`config.mk`:
```
export PLATFORM = sky130hd
export DESIGN_NAME = utf16_to_utf8_encoder
export DESIGN_NICKNAME = d
export VERILOG_FILES = /design/src/sv/u16u8_pkg.sv /design/src/sv/utf16_to_utf8_encoder.sv /design/src/sv/u16u8_front.sv /design/src/sv/u16u8_queue.sv /design/src/sv/u16u8_back.sv
export SDC_FILE = /design/constraint.sdc
export NUM_CORES = 1
export LEC_CHECK = 0
export ABC_AREA = 1
export BUFFER_PORTS_ARGS = -buffer_cell sky130_fd_sc_hd__buf_2
export CORE_MARGIN = 3
export CORE_UTILIZATION = 45
export CTS_CLUSTER_SIZE = 40
export DETAILED_ROUTE_END_ITERATION = 10
export GPL_TIMING_DRIVEN = 0
export PLACE_DENSITY = 0.72
export SYNTH_ARGS = -nofsm -noshare
export SYNTH_HDL_FRONTEND = slang
export SYNTH_SLANG_ARGS = --single-unit
```
`constraint.sdc`:
```
create_clock -name aclk -period 3.4 [get_ports aclk]
set_input_delay 0.68 -clock aclk [delete_from_list [all_inputs] [get_ports aclk]]
set_output_delay 0.68 -clock aclk [all_outputs]
set_load 0.005 [all_outputs]
```
`src/sv/u16u8_pkg.sv`:
```
// ----------------------------------------------------------------------------
// UTF-16 to UTF-8 encoder package
// Shared types and constants for the front classifier, the queue and the
// byte serializer.
// ----------------------------------------------------------------------------
package u16u8_pkg;

    // Error codes carried with every result byte.
    localparam logic [1:0] ERR_NONE      = 2'd0;
    localparam logic [1:0] ERR_LONE_LOW  = 2'd1;
    localparam logic [1:0] ERR_UNPAIRED  = 2'd2;
    localparam logic [1:0] ERR_END_HIGH  = 2'd3;

    // Code unit boundaries.
    localparam logic [15:0] LIM_ONE_BYTE = 16'h0080;
    localparam logic [15:0] LIM_TWO_BYTE = 16'h0800;
    localparam logic [15:0] SURR_HIGH    = 16'hd800;
    localparam logic [15:0] SURR_LOW     = 16'hdc00;
    localparam logic [15:0] SURR_END     = 16'he000;

    // Lead and continuation byte marks.
    localparam logic [7:0]  LEAD_TWO     = 8'hc0;
    localparam logic [7:0]  LEAD_THREE   = 8'he0;
    localparam logic [7:0]  LEAD_FOUR    = 8'hf0;
    localparam logic [7:0]  CONT_MARK    = 8'h80;
    localparam logic [20:0] SUPP_BASE    = 21'h10000;

    // One queued run: up to four bytes, the index of the last byte, and the
    // flags that go with the last byte.
    typedef struct packed {
        logic [3:0][7:0] bytes;
        logic [1:0]      last_idx;
        logic            str_end;
        logic [1:0]      err;
    } run_t;

    // Push request from the front to the queue.
    typedef struct packed {
        logic push;
        run_t run;
    } push_t;

endpackage

```
`src/sv/utf16_to_utf8_encoder.sv`:
```
// ----------------------------------------------------------------------------
// UTF-16 to UTF-8 encoder
// The first byte of a unit is offered from the queue's registered head.
// Throughput: one output byte per cycle while m_tready is high, so a unit
// gives one to four bytes (a held high surrogate takes one input beat and no
// output); the rate is set by the single-byte output serializer.
// Reset: aresetn clears the surrogate hold, the queue and the byte index.
// ----------------------------------------------------------------------------
//
// Structure: the front classifies each code unit and builds a complete run
// of result bytes combinationally. Runs wait in a short queue, so the input side
// keeps taking units while the serializer is still sending earlier bytes.
// The serializer sends the head run byte by byte and retires it on the beat
// of its last byte.
module utf16_to_utf8_encoder #(
    parameter int QUEUE_DEPTH = 4
) (
    input  logic        aclk,
    input  logic        aresetn,
    // Input channel.
    input  logic        s_tvalid,
    output logic        s_tready,
    input  logic [15:0] s_tdata,   // [15:0] code_unit
    input  logic        s_tlast,   // final_unit
    // Result channel.
    output logic        m_tvalid,
    input  logic        m_tready,
    output logic [7:0]  m_tdata,   // [7:0] out_byte
    output logic        m_tlast,   // string_end
    output logic [2:0]  m_tuser    // [0] run_last, [2:1] error_kind
);

    u16u8_pkg::push_t req;
    u16u8_pkg::run_t  head;
    logic             full;
    logic             head_valid;
    logic             pop;
    logic             s_accept;
    logic             run_last;
    logic [1:0]       error_kind;

    // Every accepted unit makes at most one run, so a free queue slot is all
    // the front needs to take a beat.
    assign s_tready = !full;
    assign s_accept = s_tvalid && s_tready;

    u16u8_front u_front (
        .aclk       (aclk),
        .aresetn    (aresetn),
        .accept     (s_accept),
        .code_unit  (s_tdata),
        .final_unit (s_tlast),
        .req        (req)
    );

    u16u8_queue #(
        .DEPTH (QUEUE_DEPTH)
    ) u_queue (
        .aclk       (aclk),
        .aresetn    (aresetn),
        .req        (req),
        .pop        (pop),
        .full       (full),
        .head_valid (head_valid),
        .head       (head)
    );

    u16u8_back u_back (
        .aclk       (aclk),
        .aresetn    (aresetn),
        .head_valid (head_valid),
        .head       (head),
        .pop        (pop),
        .m_tready   (m_tready),
        .m_tvalid   (m_tvalid),
        .out_byte   (m_tdata),
        .run_last   (run_last),
        .string_end (m_tlast),
        .error_kind (error_kind)
    );

    assign m_tuser = {error_kind, run_last};

endmodule

```
`src/sv/u16u8_front.sv`:
```
// ----------------------------------------------------------------------------
// UTF-16 to UTF-8 front classifier
// Accepts code units, tracks a held high surrogate and turns each other unit into
// one run of result bytes for the queue.
// ----------------------------------------------------------------------------
module u16u8_front (
    input  logic                aclk,
    input  logic                aresetn,
    input  logic                accept,
    input  logic [15:0]         code_unit,
    input  logic                final_unit,
    output u16u8_pkg::push_t    req
);

    logic       pending_reg, pending_next;
    logic [9:0] payload_reg, payload_next;

    logic        is_high, is_low;
    logic [20:0] cp;

    assign is_high = (code_unit >= u16u8_pkg::SURR_HIGH) && (code_unit < u16u8_pkg::SURR_LOW);
    assign is_low  = (code_unit >= u16u8_pkg::SURR_LOW)  && (code_unit < u16u8_pkg::SURR_END);
    assign cp      = {1'b0, payload_reg, code_unit[9:0]} + u16u8_pkg::SUPP_BASE;

    always_comb begin
        pending_next         = pending_reg;
        payload_next         = payload_reg;
        req.push             = 1'b0;
        req.run.bytes        = '0;
        req.run.last_idx     = 2'd0;
        req.run.str_end      = final_unit;
        req.run.err          = u16u8_pkg::ERR_NONE;
        if (accept) begin
            req.push = 1'b1;
            if (pending_reg) begin
                pending_next = 1'b0;
                if (is_low) begin
                    req.run.bytes[0] = u16u8_pkg::LEAD_FOUR | {5'd0, cp[20:18]};
                    req.run.bytes[1] = u16u8_pkg::CONT_MARK | {2'd0, cp[17:12]};
                    req.run.bytes[2] = u16u8_pkg::CONT_MARK | {2'd0, cp[11:6]};
                    req.run.bytes[3] = u16u8_pkg::CONT_MARK | {2'd0, cp[5:0]};
                    req.run.last_idx = 2'd3;
                end else begin
                    req.run.err = u16u8_pkg::ERR_UNPAIRED;
                end
            end else if (code_unit < u16u8_pkg::LIM_ONE_BYTE) begin
                req.run.bytes[0] = code_unit[7:0];
            end else if (code_unit < u16u8_pkg::LIM_TWO_BYTE) begin
                req.run.bytes[0] = u16u8_pkg::LEAD_TWO  | {3'd0, code_unit[10:6]};
                req.run.bytes[1] = u16u8_pkg::CONT_MARK | {2'd0, code_unit[5:0]};
                req.run.last_idx = 2'd1;
            end else if (is_high) begin
                if (final_unit) begin
                    req.run.err = u16u8_pkg::ERR_END_HIGH;
                end else begin
                    // Hold the surrogate; it produces nothing on its own.
                    req.push     = 1'b0;
                    pending_next = 1'b1;
                    payload_next = code_unit[9:0];
                end
            end else if (is_low) begin
                req.run.err = u16u8_pkg::ERR_LONE_LOW;
            end else begin
                req.run.bytes[0] = u16u8_pkg::LEAD_THREE | {4'd0, code_unit[15:12]};
                req.run.bytes[1] = u16u8_pkg::CONT_MARK  | {2'd0, code_unit[11:6]};
                req.run.bytes[2] = u16u8_pkg::CONT_MARK  | {2'd0, code_unit[5:0]};
                req.run.last_idx = 2'd2;
            end
        end
    end

    always_ff @(posedge aclk) begin
        if (!aresetn) begin
            pending_reg <= 1'b0;
        end else begin
            pending_reg <= pending_next;
        end
        payload_reg <= payload_next;
    end

endmodule

```
`src/sv/u16u8_queue.sv`:
```
// ----------------------------------------------------------------------------
// UTF-16 to UTF-8 run queue
// Small first-word-fall-through queue of byte runs between the front and the
// serializer.
// ----------------------------------------------------------------------------
module u16u8_queue #(
    parameter int DEPTH = 4
) (
    input  logic                aclk,
    input  logic                aresetn,
    input  u16u8_pkg::push_t    req,
    input  logic                pop,
    output logic                full,
    output logic                head_valid,
    output u16u8_pkg::run_t     head
);

    localparam int PTR_W = (DEPTH > 1) ? $clog2(DEPTH) : 1;
    localparam int CNT_W = $clog2(DEPTH + 1);

    u16u8_pkg::run_t  mem [DEPTH];
    u16u8_pkg::run_t  head_reg;
    logic [PTR_W-1:0] wr_ptr_reg, wr_ptr_next;
    logic [PTR_W-1:0] rd_ptr_reg, rd_ptr_next;
    logic [CNT_W-1:0] count_reg, count_next;
    logic             do_push, do_pop;

    assign full       = (count_reg == CNT_W'(DEPTH));
    assign head_valid = (count_reg != '0);
    assign head       = head_reg;
    assign do_push    = req.push && !full;
    assign do_pop     = pop && head_valid;

    always_comb begin
        wr_ptr_next = wr_ptr_reg;
        rd_ptr_next = rd_ptr_reg;
        count_next  = count_reg;
        if (do_push) begin
            wr_ptr_next = (wr_ptr_reg == PTR_W'(DEPTH - 1)) ? '0 : wr_ptr_reg + 1'b1;
        end
        if (do_pop) begin
            rd_ptr_next = (rd_ptr_reg == PTR_W'(DEPTH - 1)) ? '0 : rd_ptr_reg + 1'b1;
        end
        if (do_push && !do_pop) begin
            count_next = count_reg + 1'b1;
        end else if (do_pop && !do_push) begin
            count_next = count_reg - 1'b1;
        end
    end

    always_ff @(posedge aclk) begin
        if (!aresetn) begin
            wr_ptr_reg <= '0;
            rd_ptr_reg <= '0;
            count_reg  <= '0;
        end else begin
            wr_ptr_reg <= wr_ptr_next;
            rd_ptr_reg <= rd_ptr_next;
            count_reg  <= count_next;
        end
    end

    // The head register always holds the entry at the next read pointer. A
    // run written into that very slot in this cycle is passed straight on.
    always_ff @(posedge aclk) begin
        if (do_push) begin
            mem[wr_ptr_reg] <= req.run;
        end
        if (do_push && (wr_ptr_reg == rd_ptr_next)) begin
            head_reg <= req.run;
        end else begin
            head_reg <= mem[rd_ptr_next];
        end
    end

endmodule

```
`src/sv/u16u8_back.sv`:
```
// ----------------------------------------------------------------------------
// UTF-16 to UTF-8 byte serializer
// Walks the run at the head of the queue one byte per beat and frees the
// entry when its last byte is taken.
// ----------------------------------------------------------------------------
module u16u8_back (
    input  logic                aclk,
    input  logic                aresetn,
    input  logic                head_valid,
    input  u16u8_pkg::run_t     head,
    output logic                pop,
    input  logic                m_tready,
    output logic                m_tvalid,
    output logic [7:0]          out_byte,
    output logic                run_last,
    output logic                string_end,
    output logic [1:0]          error_kind
);

    logic [1:0] idx_reg, idx_next;
    logic       take;

    assign m_tvalid   = head_valid;
    assign out_byte   = head.bytes[idx_reg];
    assign run_last   = (idx_reg == head.last_idx);
    assign string_end = run_last && head.str_end;
    assign error_kind = head.err;
    assign take       = head_valid && m_tready;
    assign pop        = take && run_last;

    always_comb begin
        idx_next = idx_reg;
        if (take) begin
            idx_next = run_last ? 2'd0 : idx_reg + 2'd1;
        end
    end

    always_ff @(posedge aclk) begin
        if (!aresetn) begin
            idx_reg <= 2'd0;
        end else begin
            idx_reg <= idx_next;
        end
    end

endmodule
```
==> results by group, run 1 <==
Global routing
  • GRT Residual Overflow: 0
  • Vias in the first global route: 4937
  • First-pass GRT wire length: 26.8 mm
  • Largest net degree at the start of global routing: 23
  • GRT Overall Usage: 21.6%
  • Antenna violations before repair: 0

Layout
  • Seq. cell area: 4500 µm²
  • Area grow syn2layout: 16.1%
  • Footprint of the multi-input gates: 1970 µm²
  • Fraction of layout cells with a size suffix above 1: 14.6%
  • Max reg flops: 132
  • # fillers: 1205
  • Final core occ: 53.6%
  • Final nets: 703
  • Antenna cells: 0

Worst setup path
  • Worst-path maximum fanout: 10
  • Critical-path cell list: inv_1, clkbuf_1, o21ai_0, o221ai_1, nand3_1, nand2_1, buf_2
  • Worst path required time: 2.72 ns
  • WP data arrival: 2.36 ns
  • Critical path startpoint category: flop
  • Crit path largest cell delay: 0.44 ns
  • Slowest-stage cell, CP: clkbuf_1
  • Crit path capture type: output port
  • CP Class: reg -> out

Drt
  • Drt pass-1 iters: 6
  • Vias per inst: 5.82
  • DR WL/cell: 19.8 µm
  • Antenna Nets Post-Route: 0
  • Vias after detailed routing: 5054
  • DRC violations left: 0
  • DRT iter0 DRCs: 521
  • WL final: 17.2 mm

Clock tree
  • Worst skew pair latency: 0.42 ns
  • Hold-fix buffers at CTS: 0
  • CTS tree: yes
  • Clock sinks: 154
  • TritonCTS Buffers: 17
  • CTS max path bufs: 2
  • Clock transition at path regs: 0.06 ns
  • Clock H-tree levels: 4
  • CTS Root Buffer Type: clkbuf_16
  • Post-CTS sizing: 0
  • Postcts setup bufs: 0

Yosys
  • Post-synth EDFFs: 142
  • Syn Inst Count: 616
  • Synth Area per Inst: 11.0 µm²
  • Top cells by area, synth: edfxtp_1 63%, nor2_1 5.8%, o21ai_0 5.6%, nand2_1 4.4%, dfxtp_1 3.6%
  • Yosys reg bits: 154
  • Area share of the largest cell type after synthesis: 63.0%
  • Register area share after synthesis: 66.6%
  • Mapped Area: 6770 µm²
  • Unique masters post-synth: 37
  • Synth Net Count: 645
  • Yosys warns: 0
  • Synth area leader: edfxtp_1
  • Fraction of registers with async set or reset after synthesis: 0%
  • Commonest register cell after synthesis: edfxtp_1

STA
  • Max Freq: 328 MHz
  • Max Transition Viols Final: 0
  • RSZ-0062 raised after global routing: false
  • Actual slew at the worst max-slew pin: 0.921 ns
  • Final setup TNS: 0 ns
  • Setup violators final: 0
  • Final hold violations: 0
  • Clk_skew: 0.00421 ns
  • Min Tclk post-route: 3.04 ns
  • Final hold slack: 0.475 ns
  • Max-slew headroom: 38.0%
  • Final worst-path cycle share: 89.6%

Place
  • Dpl hpwl: 11.6 mm
  • IO Port Bufs: 34
  • RD Place Congestion: 0.940

Pwr
  • Sequential share of power: 42.9%
  • Power per cell area: 721 nW/µm²
  • Psw: 1.79 mW
  • Maximum VDD drop: 0.383 mV
  • LEAKAGE: 2.97 nW
  • Logic pwr share: 25.4%
  • Clock power share: 31.7%
  • Pint: 3.88 mW
  • Switching Share: 31.5%

Floorplanning
  • FP Rows: 44
  • Die width: 129 µm
  • Io pins: 35
  • Core box area: 14600 µm²
  • Die area: 16500 µm²
  • Die H: 129 µm
  • Initial Util: 46.2%

Outcome
  • Outcome: complete, no violations

Min path
  • Hold crit path type: in -> reg

Job
  • Max capacitance violation total: 0
-- power groups by stage --
stage | Clock, mW | Sequential (mW) | Combinational (mW)
after floorplan | 0 | 2.45 | 0.873
after global placement | 0 | 2.47 | 1.34
after detailed placement | 0 | 2.47 | 1.43
after CTS | 1.81 | 2.43 | 1.44
after global routing | 1.90 | 2.44 | 1.60
final | 1.79 | 2.43 | 1.44
-- Yosys cell counts, types with 12 or more instances --
master / count
edfxtp_1: 142
nor2_1: 105
nand2_1: 80
o21ai_0: 76
inv_1: 43
nand3_1: 36
clkbuf_1: 16
o221ai_1: 14
a21oi_1: 13
o22ai_1: 13
dfxtp_1: 12
-- path summary, 6_finish.rpt --
kind / startpoint / end / slack [ns] / cells after the start
worst max-delay path: flop / m_tdata[0] / 0.36 / 7
worst min-delay path: s_tdata[5] / u_front.payload_reg[5] / 0.47 / 1
worst max register to register: u_queue.count_reg[0] / u_queue.count_reg[1] / 0.82 / 11
worst min register to register: u_queue.count_reg[2] / u_queue.count_reg[2] / 0.50 / 2
-- placed cells by master, fill, tap and decap left out, types with 2 or more instances in the layout --
| master | Yosys | final |
|---|---|---|
| clkbuf_16 | 0 | 17 |
| clkbuf_1 | 16 | 17 |
| buf_2 | 10 | 44 |
| ha_1 | 7 | 7 |
| buf_12 | 0 | 3 |
| nand2_2 | 4 | 4 |
| buf_4 | 2 | 3 |
| clkinv_2 | 0 | 2 |
| o22ai_1 | 13 | 13 |
| o221ai_1 | 14 | 14 |
| a21oi_1 | 13 | 13 |
| nor2_1 | 105 | 101 |
| edfxtp_1 | 142 | 142 |
| inv_1 | 43 | 43 |
| nand2_1 | 80 | 80 |
| clkinv_1 | 2 | 4 |
| nor2_4 | 1 | 5 |
| o21ai_0 | 76 | 76 |
| nand4_1 | 8 | 8 |
| inv_6 | 1 | 3 |
| bufinv_16 | 0 | 2 |
| inv_2 | 2 | 2 |
| clkinvlp_4 | 0 | 3 |
| o21ai_2 | 2 | 2 |
| dfxtp_1 | 12 | 12 |
| nand3_1 | 36 | 36 |
| o211ai_1 | 10 | 10 |
| xor2_1 | 2 | 2 |
-- kinds of logic after synthesis --
logic type | share of synthesized area, %
buffers and inverters | 4.92
AO/OA/AOI/OAI | 11.5
XOR/XNOR | 0.259
AND/OR/NAND/NOR | 15.2
adder cells (fa/ha/maj) | 1.59
flip-flops | 66.6
-- worst max-delay path: cells and delay by family, from the launching register on --
family,cells,cell delay [ns]
DFF,1,0.42
buffers and inverters,3,0.83
and+or+nand+nor,2,0.22
AOI/OAI and AO/OA,2,0.48
-- cell type report --
class | count | area share (%)
Sequential cell | 154 | 57.4
Multi-Input combinational cell | 383 | 25.0
Clock buffer | 18 | 5.46
Timing Repair Buffer | 39 | 3.38
Tap cell | 184 | 2.93
Inverter | 49 | 2.44
Buffer | 30 | 1.80
Clock inverter | 12 | 1.61
-- layer usage --
layer | vias up | track usage (%) | routed length (µm)
met5 | - | 0 | 0
met4 | 0 | 9.14 | 664
met3 | 58 | 5.81 | 1480
met2 | 259 | 35.1 | 8250
met1 | 2430 | 27.5 | 6840
li1 | 2307 | - | -
-- metrics by stage --
| step | instances | setup slack (ns) | power, mW | instance area [µm²] |
|---|---|---|---|---|
| 2_1_floorplan | 616 | 0.431 | 3.32 | 6770 |
| 3_3_place_gp | 834 | -0.999 | 3.81 | 7170 |
| 3_5_place_dp | 839 | 0.495 | 3.90 | 7300 |
| 4_1_cts | 869 | 0.329 | 5.68 | 7850 |
| 5_1_grt | 869 | 0.203 | 5.94 | 7850 |
| 6_report | 869 | 0.355 | 5.67 | 7850 |
Note: power is estimated with default switching activity, not from simulation.
==> run 2: changes to the inputs <==
--- a/config.mk
+++ b/config.mk
@@ -8,11 +8,11 @@
 export ABC_AREA = 1
 export BUFFER_PORTS_ARGS = -buffer_cell sky130_fd_sc_hd__buf_2
 export CORE_MARGIN = 3
-export CORE_UTILIZATION = 45
+export CORE_UTILIZATION = 60
 export CTS_CLUSTER_SIZE = 40
 export DETAILED_ROUTE_END_ITERATION = 10
 export GPL_TIMING_DRIVEN = 0
-export PLACE_DENSITY = 0.72
+export PLACE_DENSITY = 0.88
 export SYNTH_ARGS = -nofsm -noshare
 export SYNTH_HDL_FRONTEND = slang
 export SYNTH_SLANG_ARGS = --single-unit
==> run 2 against run 1 <==
Critical endpoint is now m_tdata[4]. Sequential power about the same. Combinational power about the same. Via count increased by 3.0%. Utilization increased by 18 points. Clock-buffer cell count unchanged. Largest cell class unchanged. Worst hold slack got worse by 0.011 ns. Die area decreased by 24%.
==> results by group, run 2 (same netlist as run 1, synthesis figures left out) <==
Drt
  • Antenna Nets Post-Route: 0
  • WL final: 18.0 mm
  • Vias per inst: 6.30
  • DRC violations left: 0
  • DRT iter0 DRCs: 742
  • DR WL/cell: 21.8 µm
  • Drt pass-1 iters: 6
  • Vias after detailed routing: 5207

Floorplanning
  • Initial Util: 61.9%
  • Core box area: 10900 µm²
  • Io pins: 35
  • Die area: 12600 µm²
  • Die H: 112 µm
  • FP Rows: 38
  • Die width: 112 µm

Worst setup path
  • RR Startpoint: u_queue.count_reg[0]
  • CP delay by family, top: buffers and inverters
  • Worst Reg-to-Reg Cells: 11
  • CP Class: reg -> out
  • Worst path depth: 8
  • Critical-path cell list: inv_2, buf_6, clkbuf_1, nor2_1, o221ai_1, nand3_1, nand2_1, buf_2
  • Worst path required time: 2.72 ns
  • Reg-to-reg endpoint: u_queue.count_reg[1]
  • Number of buffers and inverters on the critical path: 4
  • FF-to-FF setup slack: 0.77 ns
  • Critical path startpoint category: flop
  • Worst-path maximum fanout: 10
  • Crit path largest cell delay: 0.58 ns
  • Crit path capture type: output port
  • WP data arrival: 2.40 ns
  • Slowest-stage cell, CP: clkbuf_1

Place
  • Dpl hpwl: 11.8 mm
  • Placed cell count: 795
  • RD Place Congestion: 0.923
  • IO Port Bufs: 34

Global routing
  • GRT Overall Usage: 29.7%
  • Antenna violations before repair: 0
  • GR Layer Usage met3: 6.52%
  • Vias in the first global route: 5318
  • Met2 Usage GRT: 50.0%
  • GRT busiest layer: met2
  • Largest net degree at the start of global routing: 22
  • GRT Residual Overflow: 0
  • Grt met1 use: 36.4%
  • First-pass GRT wire length: 28.3 mm

Layout
  • Finished Layout Cells: 826
  • Final nets: 703
  • Commonest non-fill, non-tap cell in the layout: edfxtp_1
  • Fraction of layout cells with a size suffix above 1: 14.7%
  • Area grow syn2layout: 16.1%
  • Antenna cells: 0
  • Most frequent cells in the layout: 142 x edfxtp_1, 101 x nor2_1, 80 x nand2_1, 76 x o21ai_0, 44 x buf_2
  • # fillers: 728
  • Max reg flops: 132

Pwr
  • LEAKAGE: 3.00 nW
  • Maximum VDD drop: 0.424 mV
  • Total Power: 5.86 mW
  • Power per cell area: 746 nW/µm²

STA
  • Final setup TNS: 0 ns
  • Max-slew headroom: 40.2%
  • Clk_skew: 0.00492 ns
  • Setup violators final: 0
  • Min Tclk post-route: 3.08 ns
  • Final hold violations: 0
  • RSZ-0062 raised after global routing: false
  • Max Freq: 325 MHz
  • Actual slew at the worst max-slew pin: 0.889 ns
  • Final worst-path cycle share: 90.6%
  • Max Transition Viols Final: 0
  • Final hold slack: 0.463 ns

Min path
  • HP Start: s_tdata[7]
  • Hold crit path type: in -> reg
  • WHS Endpoint: u_front.payload_reg[7]
  • Hold path cells: 1

Clock tree
  • Clock sinks: 154
  • Clock H-tree levels: 4
  • CTS max path bufs: 2
  • CTS Root Buffer Type: clkbuf_16
  • CTS tree: yes
  • Clock transition at path regs: 0.06 ns
  • TritonCTS Buffers: 17
  • Hold-fix buffers at CTS: 0
  • Postcts setup bufs: 0
  • Worst skew pair latency: 0.42 ns
  • Post-CTS sizing: 0

Job
  • Max capacitance violation total: 0

Outcome
  • Outcome: complete, no violations
==> run 2: power by group <==
group	total (mW)	switching (mW)	internal, mW	leakage (nW)
Sequential	2.44	0.0927	2.35	1.44
Clock	1.95	0.730	1.22	0.291
Combinational	1.47	1.01	0.464	1.27
==> run 2: worst register-to-register path, stage by stage, from the launching register on <==
cell and delay (ns):
dfxtp_1 0.33, inv_1 0.12, nand3_1 0.13, nand2_2 0.26, clkinv_1 0.31, nand2_2 0.29, inv_1 0.13, ha_1 0.21
inv_1 0.09, fa_1 0.42, o21ai_0 0.15, a21oi_1 0.06
==> run 2: area by class of cell <==
class | count | area (µm²) | area share (%)
clock inverters | 13 | 175 | 2.23
flip-flops and latches | 154 | 4500 | 57.3
plain buffers | 30 | 141 | 1.80
repair buffers | 39 | 273 | 3.47
inverters | 49 | 191 | 2.44
clock buffers | 18 | 429 | 5.46
multi-input cells | 383 | 1970 | 25.0
well taps | 140 | 175 | 2.23
==> run 2: how the worst max path moves through the flow <==
stage | startpoint | to
final | flop | m_tdata[4]
after global routing | flop | m_tdata[4]
after CTS | flop | m_tdata[4]
after detailed placement | s_tdata[13] | u_queue.count_reg[1]
after global placement | s_tdata[13] | u_queue.mem[3][7]
after floorplan | s_tdata[13] | u_queue.mem[3][0]
==> run 2: per-stage QoR <==
stage / instance area (µm²) / worst slack (ns) / utilization, %
finish: 7860 / 0.319 / 71.8
global placement: 7110 / -0.938 / 65.0
detailed placement: 7250 / 0.516 / 66.3
global route: 7860 / 0.202 / 71.8
floorplan: 6770 / 0.431 / -
CTS: 7860 / 0.339 / 71.8
==> run 2: layer usage <==
layer | share of wire (%) | up-vias
met2 | 49 | 394
met4 | 4.9 | 0
li1 | - | 2307
met3 | 11 | 73
met1 | 35 | 2433
met5 | 0 | -
==> run 3: changes to the inputs <==
--- a/config.mk
+++ b/config.mk
@@ -7,12 +7,14 @@
 export LEC_CHECK = 0
 export ABC_AREA = 1
 export BUFFER_PORTS_ARGS = -buffer_cell sky130_fd_sc_hd__buf_2
+export CELL_PAD_IN_SITES_DETAIL_PLACEMENT = 2
+export CELL_PAD_IN_SITES_GLOBAL_PLACEMENT = 2
 export CORE_MARGIN = 3
-export CORE_UTILIZATION = 60
+export CORE_UTILIZATION = 41
 export CTS_CLUSTER_SIZE = 40
 export DETAILED_ROUTE_END_ITERATION = 10
 export GPL_TIMING_DRIVEN = 0
-export PLACE_DENSITY = 0.88
+export PLACE_DENSITY = 0.78
 export SYNTH_ARGS = -nofsm -noshare
 export SYNTH_HDL_FRONTEND = slang
 export SYNTH_SLANG_ARGS = --single-unit
==> constraint.sdc (replaced) <==
create_clock -name aclk -period 3.23 [get_ports aclk]
set_input_delay 0.646 -clock aclk [delete_from_list [all_inputs] [get_ports aclk]]
set_output_delay 0.646 -clock aclk [all_outputs]
set_load 0.005 [all_outputs]
==> run 3 against run 2 <==
Setup slack worse by 0.24 ns. Combinational power is 14% higher. Cell count is 9.3% higher. Design area is 0.83% higher. Utilization is 22 points lower. Sequential share of layout area is 0.47 points lower. Clock-buffer cell count stayed put. Clock power is 3% higher. Critical endpoint unchanged.
==> results by group, run 3 (same netlist as run 1, synthesis figures left out) <==
Outcome
  • Outcome: complete, no violations

STA
  • Final hold violations: 0
  • Actual slew at the worst max-slew pin: 0.843 ns
  • Min Tclk post-route: 3.15 ns
  • Clk_skew: 0.00858 ns
  • Final setup TNS: 0 ns
  • Max Transition Viols Final: 0
  • Max-slew headroom: 43.2%
  • Final hold slack: 0.448 ns
  • Setup violators final: 0
  • Max Freq: 317 MHz
  • RSZ-0062 raised after global routing: true
  • Final worst-path cycle share: 97.6%

Clock tree
  • CTS tree: yes
  • Clock transition at path regs: 0.06 ns
  • TritonCTS Buffers: 17
  • Clock sinks: 154
  • Hold-fix buffers at CTS: 0
  • Clock H-tree levels: 4
  • Worst skew pair latency: 0.44 ns
  • CTS Root Buffer Type: clkbuf_16
  • CTS max path bufs: 2

Layout
  • Antenna cells: 0
  • Final nets: 703
  • Finished Layout Cells: 903
  • Fraction of layout cells with a size suffix above 1: 15.7%
  • Most frequent cells in the layout: 142 x edfxtp_1, 101 x nor2_1, 80 x nand2_1, 76 x o21ai_0
  • Post-route design area: 7920 µm²
  • Max reg flops: 132
  • Commonest non-fill, non-tap cell in the layout: edfxtp_1
  • Area grow syn2layout: 17.0%
  • # fillers: 1663

Worst setup path
  • Worst-path maximum fanout: 10
  • Crit path capture type: output port
  • Worst path required time: 2.58 ns
  • CP Class: reg -> out
  • WP data arrival: 2.51 ns
  • Critical path startpoint category: flop

Place
  • Placed inst area: 7330 µm²
  • Placed cell count: 871
  • IO Port Bufs: 34
  • Dpl hpwl: 15.3 mm
  • RD Place Congestion: 0.813

Drt
  • Antenna Nets Post-Route: 0
  • Vias after detailed routing: 5168
  • Vias per inst: 5.72
  • DRC violations left: 0
  • DRT iter0 DRCs: 474
  • Met3 Wirelength: 1.05 mm
  • M1 WL: 9.92 mm
  • Met2 routed WL: 11.7 mm
  • Drt pass-1 iters: 5
  • WL final: 23.1 mm
  • DR top layer: met4
  • DR WL/cell: 25.6 µm

Pwr
  • Power per cell area: 789 nW/µm²
  • LEAKAGE: 2.97 nW
  • Switching Share: 34.4%
  • Logic pwr share: 26.7%
  • Clock power share: 32.1%
  • Maximum VDD drop: 0.375 mV
  • Pint: 4.10 mW
  • Psw: 2.15 mW
  • Sequential share of power: 41.3%
  • Total Power: 6.25 mW

Global routing
  • Largest net degree at the start of global routing: 27
  • GRT Residual Overflow: 0
  • Antenna violations before repair: 0
  • First-pass GRT wire length: 35.4 mm
  • Vias in the first global route: 5728
  • GRT Overall Usage: 26.8%

Floorplanning
  • Die H: 134 µm
  • FP Rows: 46
  • Die width: 134 µm
  • Core box area: 16000 µm²
  • Initial Util: 42.3%
  • Die area: 18100 µm²
  • Io pins: 35

Min path
  • Hold crit path type: in -> reg

Job
  • Max capacitance violation total: 0
## run 3: cell types whose count changed in the layout (fill, tap and decap cells not counted), sizes merged
cell      previous run  this run
bufinv               4         2
buf                 52        51
inv                 49        47
clkinvlp             2         7
clkbuf              35        36
## run 3: path summary, 6_finish.rpt
check / startpoint / end / slack, ns / cells after the start
min reg2reg: u_queue.count_reg[2] / u_queue.count_reg[2] / 0.50 / 2
max: flop / m_tdata[4] / 0.08 / 6
max reg2reg: u_queue.count_reg[0] / u_queue.count_reg[1] / 0.55 / 11
min: s_tdata[7] / u_front.payload_reg[7] / 0.45 / 1
## run 3: area by class of cell
cell class	count	area, µm²	share of cell area (%)
Buffer	30	150	1.90
Inverter	49	191	2.42
Clock buffer	18	429	5.42
Timing Repair Buffer	39	258	3.25
Tap cell	216	270	3.41
Clock inverter	14	151	1.91
Multi-Input combinational cell	383	1970	24.8
Sequential cell	154	4500	56.9
## run 3: power groups by stage
stage / Combinational (mW) / Clock, mW / Sequential, mW
after CTS: 1.68 / 2.02 / 2.58
after global placement: 1.49 / 0 / 2.61
after floorplan: 0.919 / 0 / 2.58
after global routing: 1.84 / 2.10 / 2.60
after detailed placement: 1.63 / 0 / 2.61
final: 1.67 / 2.00 / 2.58
## run 3: per-layer routing
layer,GRT usage [%],vias to the layer above
li1,-,2302
met1,34.4,2671
met5,0,-
met4,9.56,0
met3,4.99,32
met2,45.8,163
## run 3: critical path, cell delays in order (launching register included)
cell	delay [ns]
dfxtp_1	0.55
clkbuf_1	0.52
o21ai_0	0.25
o221ai_1	0.38
nand3_1	0.15
nand2_1	0.11
buf_2	0.12
## run 3: metrics by stage
stage          setup WS (ns)  util [%]
6_report              0.0759      49.5
5_1_grt             0.000470      49.5
4_1_cts              0.00595      49.5
3_5_place_dp           0.298      45.8
3_3_place_gp           -1.28      45.0
2_1_floorplan          0.295         -
## run 3: what timing repair did
action                                  4_1_cts  5_1_grt
resized for setup                             1       10
pin swaps                                     0        0
buffers inserted                              0        0
endpoints found under the setup margin        1        5
